--- src/hdl/mpsm_ram.sv ---
// generic simple dual-port ram with registered read
module mpsm_ram #(
  parameter int WIDTH = 8,
  parameter int DEPTH = 16,
  localparam int ADDR_W = (DEPTH > 1) ? $clog2(DEPTH) : 1
) (
  input  logic              clk,
  input  logic              we,
  input  logic [ADDR_W-1:0] waddr,
  input  logic [WIDTH-1:0]  wdata,
  input  logic [ADDR_W-1:0] raddr,
  output logic [WIDTH-1:0]  rdata
);

  logic [WIDTH-1:0] mem [DEPTH];

  always_ff @(posedge clk) begin
    if (we) begin
      mem[waddr] <= wdata;
    end
    rdata <= mem[raddr];
  end

endmodule
--- config.mk ---
export PLATFORM = sky130hd
export DESIGN_NAME = mpsm_ram
export DESIGN_NICKNAME = d
export VERILOG_FILES = /design/src/hdl/mpsm_ram.sv
export SDC_FILE = /design/constraint.sdc
export NUM_CORES = 1
export LEC_CHECK = 0
export BUFFER_PORTS_ARGS = -buffer_cell sky130_fd_sc_hd__clkbuf_2
export CORE_MARGIN = 2
export CORE_UTILIZATION = 64
export CTS_CLUSTER_SIZE = 20
export DETAILED_ROUTE_END_ITERATION = 10
export PLACE_DENSITY = 0.83
export SETUP_SLACK_MARGIN = 0.02
export SLEW_MARGIN = 25
export SYNTH_ARGS = -nofsm -noshare
export SYNTH_HDL_FRONTEND = slang
export SYNTH_SLANG_ARGS = --single-unit
--- constraint.sdc ---
create_clock -name clk -period 2.7 [get_ports clk]
set_input_delay 0.54 -clock clk [delete_from_list [all_inputs] [get_ports clk]]
set_output_delay 0.54 -clock clk [all_outputs]
set_load 0.02 [all_outputs]
Word level (Yosys, flattened, before mapping)
Memories as Yosys holds them, arrays and structs flattened. A register that Yosys moved wholly into a read port is not among the register bits.
Cells that the tools add are included.
Cells by class
  mux-type cells: 2
  div/mod/pow operators: 0
  multiply operators: 0
  order comparisons: 0
  bitwise logic cells: 0
  $add $sub $neg: 0
  reductions and logical operators: 0
  shifts and indexed selects: 0
  eq/ne operators: 0
Operator list (number)
  2-to-1 mux 1 bit: 2
Word-level totals
  bits of input ports: 18
  output and inout bits: 8
  register bits after elaboration: 0
  memories kept: 1
  latch bits: 0
  word-level logic and storage cells: 3
  memory bits (read-only): 0
  bits in writable memories: 128
Memory list
  mem: words 16, width 8, read ports 1, clocked after Yosys merged registers in 1, write ports 1, RTL line 15  | logic [WIDTH-1:0] mem [DEPTH];

Longest topological paths before layout
Gate-level depths: netlist of run 1.
  depth in word-level cells: 2
  gate-level depth with buffers: 5
  depth with buffers taken out: 3

Worst setup path before layout of run 1
No wires, ideal clock.
  kind: input -> register
  start point: input waddr[2]
  end point: memory mem[0][0], enable pin
  setup time: 383 ps
  slack: 667 ps
  stages: 2
  data arrival time: 1650 ps
  data required time: 2317 ps
  path buffers: 0
  path through: or3b_2 > nor3_1
RTL lines
  start: declaration: RTL line 9  | input logic [ADDR_W-1:0] waddr,
  end: declaration: RTL line 15
Straight into the memory's write port.

Worst setup path in the final report of run 1
  start point: register rdata[5], read port of mem
  end point: output rdata[5]
RTL lines
  start: declaration: RTL line 12  | output logic [WIDTH-1:0] rdata
No word-level cell between the ends.

==> impl_results.md, run 1 <==
* Final Skew at 0.00671 ns
* Yosys warning count at 0
* Startpoint Class: register
* Fin Setup TNS at 0 ns
* Wire length per cell at 24.1 um
* Total CTS buffers at 17
* Leakage power at 2.08 nW
* Largest net degree at the start of global routing at 33
* Max clock buf depth at 2
* Crit path max fanout at 1
* Fin crit share at 0.592
* Worst setup EP type: primary output
* Clk sinks at 136
* Die height at 93.7 um
* CP top delay family: flip-flops
* Core Box Area at 7770 um2
* Critical path data arrival time at 1.06 ns
* Post-synth cell types at 19
* Root Driver: clkbuf_8
* Global-route wire length before repair at 14600 um
* Routed WL at 9570 um
* Initial antenna violation count at 0
* Status: complete, no violations
* Data required time at the worst endpoint at 2.16 ns
* Synthesized area at 5150 um2
* GP Congestion at 0.826
* Synth Area in Simple Gates at 0.0318
* Fraction of layout cells with a size suffix above 1 at 0.322
* # hold bufs at CTS at 0
* Compound-cell area share of the yosys netlist at 0.0233
* XOR/XNOR Fraction of Synth Area at 0
* Die ar. at 8780 um2
* Post-DP Area at 5470 um2
* Total number of vias at 2475
* Area Overhead vs Synth at 17.5%
* Vias in the first global route at 2624
* Hold Violations, Final at 0
* Post-route ant nets at 0
* I/O Buffers at 25
* DR iter-0 viols at 312
* Min-Delay Path Class: in2reg
* Crit Path Class: reg2out
* ANT cells at 0
* Clk_lat worst skew at 0.51 ns
* Multiplexer area fraction after synthesis at 0.150
* Tot GR Track Use at 0.246
* Final net count at 300
* Post_cts resized at 0
* Syn_nets at 247
* Die width at 93.7 um
* Max_cap viols at 0
* Post-DP HPWL at 5970 um
* Max VDD drop at 520 uV
* Flops & latches, synth at 136
* CTS tree: built
* Share of Yosys cell area claimed by the top area cell type at 0.747
* Fmax at 626 MHz
* Vias/cell at 6.23
* Global route overflow at 0
* Finish-stage setup viols at 0
* RSZ-0062 raised after global routing: no
* Crit path time final at 1.60 ns
* Ranking of synthesized cells by area: edfxtp_1 (75%), mux4_2 (7.9%), mux4_1 (7.1%)
* Row Count at 32
* H-tree depth at 4
* Main combinational cell family by area after synthesis: multiplexers
* PD cells at 793 nW/um2
* Finished layout cell area at 6050 um2
* Crit path cell chain: clkbuf_2
* Sequential cell area fraction in the yosys report at 0.778
* Synthesized area per cell at 22.5 um2
* Critical-path top delay cell: dfxtp_1
* Cell accounting for the most synthesized area: edfxtp_1
* Relative slew slack at 0.526
* Adder-Cell Fraction of Synth Area at 0
* Clock slew at reported path FFs at 0.06 ns
* Buf+Inv Stages, Crit Path at 1
* IO Count at 26
* Post-Synthesis Cells at 229
* Drt drc at 0
* Slew @ Worst Pin at 0.710 ns
* Drt pass-1 iters at 4
* Initial Util at 0.663
* Max incr delay on CP at 0.36 ns
* Setup bufs post-CTS at 0
* Final Max Slew Viols at 0
-- final cells by class --
type                       count  area, um2
sequential                   136       4000
timing repair buffer          44        280
multi-input combinational     83       1060
fill                         408       1720
clock inverter                14        150
tap                          102        128
clock buffer                  18        428
-- cells in the final DEF (no fill, tap or decap) --
cell type / n
a22oi_1: 16
and2_1: 1
and2b_1: 1
buf_12: 1
buf_4: 18
bufinv_16: 2
clkbuf_16: 16
clkbuf_2: 25
clkbuf_8: 2
clkinv_2: 3
clkinv_4: 4
clkinvlp_4: 3
dfxtp_1: 8
edfxtp_1: 128
inv_6: 2
mux4_1: 14
mux4_2: 18
nand2_1: 9
nand2b_1: 2
nand3_1: 1
nand3b_1: 2
nor2_1: 13
nor2b_1: 1
nor3_1: 4
or3b_2: 1
-- metal layers --
layer	vias up	GRT usage	wire [um]
li1	1080	-	-
met1	1264	0.331	3750
met2	116	0.378	4890
met3	15	0.0787	780
met4	0	0.105	148
met5	-	0	0
-- Yosys cell counts, drive strengths merged --
cell type	count
a22oi	16
and2	1
and2b	1
buf	7
clkdlybuf4s25	3
dfxtp	8
edfxtp	128
mux4	32
nand2	9
nand2b	2
nand3	1
nand3b	2
nor2	13
nor2b	1
nor3	4
or3b	1
-- power breakdown --
part           switching, mW  leakage (nW)  internal, mW
combinational          0.138         0.580        0.0926
sequential            0.0157          1.22          2.36
clock                  0.845         0.278          1.34
total                  0.998          2.08          3.80
-- worst paths after layout --
kind         startpoint        end  slack (ns)  depth (start not counted)
max reg2reg  mem[11][5]   rdata[5]        1.31                          3
min reg2reg  mem[14][4]   rdata[4]        0.68                          3
max            rdata[5]   rdata[5]        1.10                          1
min            wdata[3]  mem[0][3]        0.46                          1
-- flip-flops by register name, indices dropped and copies added (netlist names) --
| name | flops |
|---|---|
| rdata | 8 |
| mem | 128 |
-- through the flow --
stage / util / total power [mW] / hold WS [ns] / std cells / setup slack (ns)
floorplan: - / 2.55 / 0.629 / 229 / 0.667
global placement: 0.704 / 2.64 / 0.647 / 365 / 0.634
detailed placement: 0.704 / 2.65 / 0.678 / 365 / 0.578
CTS: 0.779 / 4.82 / 0.445 / 397 / 1.08
global route: 0.779 / 4.93 / 0.465 / 397 / 1.06
finish: 0.779 / 4.79 / 0.460 / 397 / 1.10
-- kinds of logic after synthesis --
family,Yosys count
buffers and inverters,10
multiplexers,32
AND/OR/NAND/NOR,35
AO/OA/AOI/OAI,16
flip-flops,136
Power figures use the tool's default switching activity.
==> run 2, diff against run 1 <==
ABC_AREA = 1   (was not set)
CORE_UTILIZATION = 55   (was 64)
PLACE_DENSITY = 0.75   (was 0.83)
clock period = 1.35 ns   (was 2.7 ns; I/O delays follow)
==> run 2 against run 1 <==
- setup slack got worse by 1.1 ns
- worst hold slack got worse by 0.27 ns
- first-iteration DRC count increased by 10%
- non-clock buffer count increased by 7
- global-route usage increased by 0.20 points
- critical endpoint is now rdata[3]
- largest power group is now the clock network
==> impl_results.md, run 2 <==
* Status: complete, no violations
* Most common cell after layout, fill and taps aside: nand2_1
* Startpoint Class: register
* Flops & latches, synth at 136
* FF-to-FF Start: mem[13][3]
* Hold slack at 0.192 ns
* Die height at 106 um
* Multi-input gate area at 1210 um2
* Clk sinks at 136
* Routed WL at 13000 um
* Crit Path Class: reg2out
* I/O Buffers at 25
* CP top delay family: flip-flops
* Max incr delay on CP at 0.36 ns
* Crit path max fanout at 1
* Share of flip-flops with an asynchronous set or reset at 0
* Worst setup EP type: primary output
* Cell accounting for the most synthesized area: edfxtp_1
* Slew @ Worst Pin at 0.416 ns
* Largest Register: mem
* Top-count cell post-synth: nand2_1
* Area Overhead vs Synth at 18.6%
* Syn_nets at 569
* Internal at 8.20 mW
* Fin crit share at 0.974
* Sw Ratio at 0.209
* Worst Reg2Reg Path Length in Cells at 6
* Worst reg-to-reg setup slack at 0.30 ns
* Post_cts resized at 9
* Share of Yosys cell area claimed by the top area cell type at 0.667
* Min-Delay Path Class: in2reg
* Yosys warning count at 0
* Total number of vias at 3994
* GP Congestion at 0.849
* Drt pass-1 iters at 5
* Global-route wire length before repair at 20300 um
* Sequential cell area fraction in the yosys report at 0.694
* Final Skew at 0.00725 ns
* FF-to-FF End: rdata[3]
* Register area at 4010 um2
* Max VDD drop at 1180 uV
* Row Count at 37
* Die width at 106 um
* Flop pwr share at 0.459
* Crit path time final at 1.32 ns
* RSZ-0062 raised after global routing: no
* Buf+Inv Stages, Crit Path at 1
* Highest-count cells in the layout ignoring fill and taps: nand2_1 (173), edfxtp_1 (128), inv_1 (100)
* CTS tree: built
* Post-DP HPWL at 7920 um
* Post-synth top cells: nand2_1 (173), edfxtp_1 (128), inv_1 (100), nand3_1 (97), nor2_1 (17)
* Fraction of layout cells with a size suffix above 1 at 0.141
* Critical-path top delay cell: dfxtp_2
* Largest net degree at the start of global routing at 65
* Data required time at the worst endpoint at 1.08 ns
* Vias in the first global route at 3904
* Wire length per cell at 17.4 um
* Worst Hold End: rdata[6]
* Clk_lat worst skew at 0.53 ns
* ANT cells at 0
* Hold Path Depth at 4
* PD cells at 1520 nW/um2
* Post-Synthesis Cells at 551
* Filler cells at 754
* IO Count at 26
* Final Max Slew Viols at 0
* Initial Util at 0.564
* Clock slew at reported path FFs at 0.06 ns
* Relative slew slack at 0.722
* Crit path cell chain: clkbuf_8
* Setup bufs post-CTS at 0
* Ranking of synthesized cells by area: edfxtp_1 (67%), nand2_1 (11%), nand3_1 (8.4%)
* Max_cap viols at 0
* Root Driver: clkbuf_8
* Top FF cell, synth: edfxtp_1
* Max reg flops at 128
* Max clock buf depth at 2
* Tot GR Track Use at 0.248
* Synthesized area at 5770 um2
* Global route overflow at 0
* Total power at 10.4 mW
* Hold Violations, Final at 0
* Initial antenna violation count at 0
* Post-synth EDFFs at 128
* Biggest regs: mem x128, rdata x8
* # hold bufs at CTS at 0
* H-tree depth at 4
* Finish-stage setup viols at 0
* Logic pwr share at 0.063
* Hold_sp: raddr[3]
* Die ar. at 11300 um2
* NetSw at 2.16 mW
* Clock power share at 0.478
* Drt drc at 0
* Final net count at 615
* Core Box Area at 10200 um2
* Total CTS buffers at 17
* Vias/cell at 5.35
* Post-synth cell types at 12
* Fmax at 760 MHz
* DR iter-0 viols at 344
* Leakage power at 2.99 nW
* Post-route ant nets at 0
* Synthesized area per cell at 10.5 um2
* Critical path data arrival time at 1.05 ns
run 2: cell types whose count changed in the layout (fill, tap and decap cells not counted), moves of 4 or more:
cell      change
a22oi_1      -16
nand3_1      +96
nand2_1     +164
clkinv_4      -4
clkbuf_8      +4
mux4_1       -14
buf_12        +5
inv_1       +100
mux4_2       -18
nor2_1        +4
nor3_1        -4
run 2: tightest hold or removal path: cells and delay by family:
family	cells	cell delay [ns]
AND/OR/NAND/NOR	2	0.12
buffers and inverters	2	0.29
run 2: kinds of logic after synthesis:
kind of cell,count (synthesis),share of synthesized area
simple gates,289,0.210
flops,136,0.694
buf+inv,126,0.0952
run 2: worst max-delay path by stage:
stage	from	end	cells after the start
after global placement	raddr[0]	rdata[7]	7
final	rdata[3]	rdata[3]	1
after global routing	rdata[3]	rdata[3]	1
after floorplan	waddr[2]	mem[10][0]	2
after detailed placement	raddr[0]	rdata[3]	7
after CTS	rdata[3]	rdata[3]	1
run 2: cell type report:
| cell class | count | area share |
|---|---|---|
| Sequential cell | 136 | 0.586 |
| Clock inverter | 13 | 0.0293 |
| Timing Repair Buffer | 51 | 0.0617 |
| Tap cell | 136 | 0.0249 |
| Inverter | 102 | 0.0560 |
| Clock buffer | 19 | 0.0646 |
| Multi-Input combinational cell | 289 | 0.177 |
run 2: power groups by stage:
stage	Clock, mW	Combinational (mW)	Sequential, mW
detailed placement	0	0.632	4.84
floorplan	0	0.333	4.87
global placement	0	0.619	4.84
global route	5.17	0.709	4.77
finish	4.95	0.653	4.76
CTS	4.98	0.652	4.76
run 2: metal layers:
layer  wire length [um]  part of all wire  track usage
met1               4940              0.38        0.325
met5                  0                 0            0
met2               6560              0.51        0.399
met3               1120             0.086       0.0515
met4                334             0.026        0.115
run 2: stage by stage:
stage / cell area [um2] / TNS, ns / worst slack [ns] / std cells / utilization
3_3_place_gp: 6170 / 0 / 0.0108 / 714 / 0.603
5_1_grt: 6840 / 0 / 0.0265 / 746 / 0.668
6_report: 6840 / 0 / 0.0350 / 746 / 0.668
2_1_floorplan: 5770 / 0 / 0.129 / 551 / -
3_5_place_dp: 6170 / -0.0180 / -0.0180 / 714 / 0.603
4_1_cts: 6840 / 0 / 0.0154 / 746 / 0.668
==> run 3, diff against run 2 <==
CORE_UTILIZATION = 61   (was 55)
GPL_ROUTABILITY_DRIVEN = 1   (was not set)
PLACE_DENSITY = 0.79   (was 0.75)
clock period = 1.5 ns   (was 1.35 ns; I/O delays follow)
==> run 3 against run 2 <==
- combinational power is 13% lower
- clock power is 12% lower
- wire length is 0.85% lower
- power is 11% lower
- sequential share of layout area is 0.85 points higher
- setup slack better by 0.12 ns
==> impl_results.md, run 3 (synthesis gave the netlist of run 2 again) <==
* Crit path time final at 1.34 ns
* Max_cap viols at 0
* Die ar. at 10200 um2
* ANT cells at 0
* Status: complete, no violations
* Total CTS buffers at 17
* Final worst slack at 0.155 ns
* Clk sinks at 136
* Fraction of layout cells with a size suffix above 1 at 0.132
* Filler cells at 571
* Crit path cell chain: clkbuf_2
* Hold_sp: raddr[3]
* Total number of vias at 3956
* Multi-input gate area at 1210 um2
* FF-to-FF End: rdata[0]
* Hold Violations, Final at 0
* Max VDD drop at 991 uV
* GP Congestion at 0.871
* I/O Buffers at 25
* Max reg flops at 128
* IO Count at 26
* Worst Hold End: rdata[2]
* Crit path max fanout at 1
* Final Max Slew Viols at 0
* Min-Delay Path Class: in2reg
* Startpoint Class: register
* Initial Util at 0.627
* Die width at 101 um
* Data required time at the worst endpoint at 1.20 ns
* Register area at 4000 um2
* Slew @ Worst Pin at 0.433 ns
* Row Count at 35
* Finished Core Util at 0.732
* Drt drc at 0
* Tot GR Track Use at 0.275
* Worst Reg2Reg Path Length in Cells at 6
* Initial antenna violation count at 0
* Post-route ant nets at 0
* Max incr delay on CP at 0.33 ns
* Highest-count cells in the layout ignoring fill and taps: nand2_1 (173), edfxtp_1 (128), inv_1 (100)
* CTS tree: built
* RSZ-0062 raised after global routing: no
* Global route overflow at 0
* Worst setup EP type: primary output
* Largest net degree at the start of global routing at 65
* Vias in the first global route at 3951
* Fin Setup TNS at 0 ns
* Post-DP HPWL at 7480 um
* Relative slew slack at 0.711
* # hold bufs at CTS at 0
* Global-route wire length before repair at 20200 um
* Clk_lat worst skew at 0.53 ns
* Core Box Area at 9200 um2
* Setup bufs post-CTS at 0
* Drt pass-1 iters at 5
* Critical-path top delay cell: dfxtp_1
* H-tree depth at 4
* Area Overhead vs Synth at 16.8%
* Hold Path Depth at 3
* Clock slew at reported path FFs at 0.06 ns
* CP top delay family: flip-flops
* Routed WL at 12800 um
* Fmax at 744 MHz
* Most common cell after layout, fill and taps aside: nand2_1
* Critical path data arrival time at 1.04 ns
* Final Skew at 0.00501 ns
* Crit Path Class: reg2out
* Final net count at 614
* Root Driver: clkbuf_8
* PD cells at 1370 nW/um2
* Finish-stage setup viols at 0
* Fin crit share at 0.896
* DR iter-0 viols at 372
* FF-to-FF Start: mem[0][0]
* Worst slack, placed at 0.106 ns
* Post_cts resized at 0
* Buf+Inv Stages, Crit Path at 1
* Vias/cell at 5.50
* Biggest regs: mem x128, rdata x8
* Leakage power at 2.97 nW
* Worst reg-to-reg setup slack at 0.45 ns
* Largest Register: mem
* Max clock buf depth at 2
* Wire length per cell at 17.9 um
* Die height at 101 um
[run 3: worst max-delay path by stage]
stage | start | end | slack (ns) | cells after the start
after floorplan | waddr[2] | mem[10][0] | 0.25 | 2
after global placement | raddr[0] | rdata[5] | 0.12 | 8
after detailed placement | raddr[0] | rdata[5] | 0.11 | 8
after CTS | rdata[3] | rdata[3] | 0.13 | 1
after global routing | rdata[3] | rdata[3] | 0.12 | 1
final | rdata[3] | rdata[3] | 0.16 | 1
[run 3: worst min-delay path: stages]
cell and delay, ns:
clkbuf_2 0.18, nand3_1 0.12, nand2_1 0.04
[run 3: cell type report]
type / count / share of cell area
Sequential cell: 136 / 0.595
Multi-Input combinational cell: 289 / 0.180
Clock buffer: 17 / 0.0615
Inverter: 102 / 0.0569
Timing Repair Buffer: 50 / 0.0557
Clock inverter: 14 / 0.0305
Tap cell: 111 / 0.0206
[run 3: per-stage QoR]
| step | power, mW | cell area [um2] | hold slack, ns | instances |
|---|---|---|---|---|
| finish | 9.20 | 6730 | 0.154 | 719 |
| global route | 9.44 | 6730 | 0.136 | 719 |
| CTS | 9.21 | 6730 | 0.131 | 719 |
| detailed placement | 4.91 | 6110 | 0.667 | 688 |
| global placement | 4.89 | 6110 | 0.636 | 688 |
| floorplan | 4.68 | 5770 | 0.399 | 551 |
[run 3: layer usage]
layer | routed length, um | vias up | share of wire | global-route usage
met4 | 416 | 0 | 0.032 | 0.131
met1 | 4900 | 1838 | 0.38 | 0.358
li1 | - | 1864 | - | -
met5 | 0 | - | 0 | 0
met3 | 1120 | 35 | 0.087 | 0.0766
met2 | 6400 | 219 | 0.50 | 0.434
[run 3: power breakdown]
group / leakage [nW] / switching (mW) / internal (mW)
Combinational: 1.45 / 0.400 / 0.170
Sequential: 1.22 / 0.0235 / 4.25
Clock: 0.300 / 1.51 / 2.84
Total: 2.97 / 1.94 / 7.26
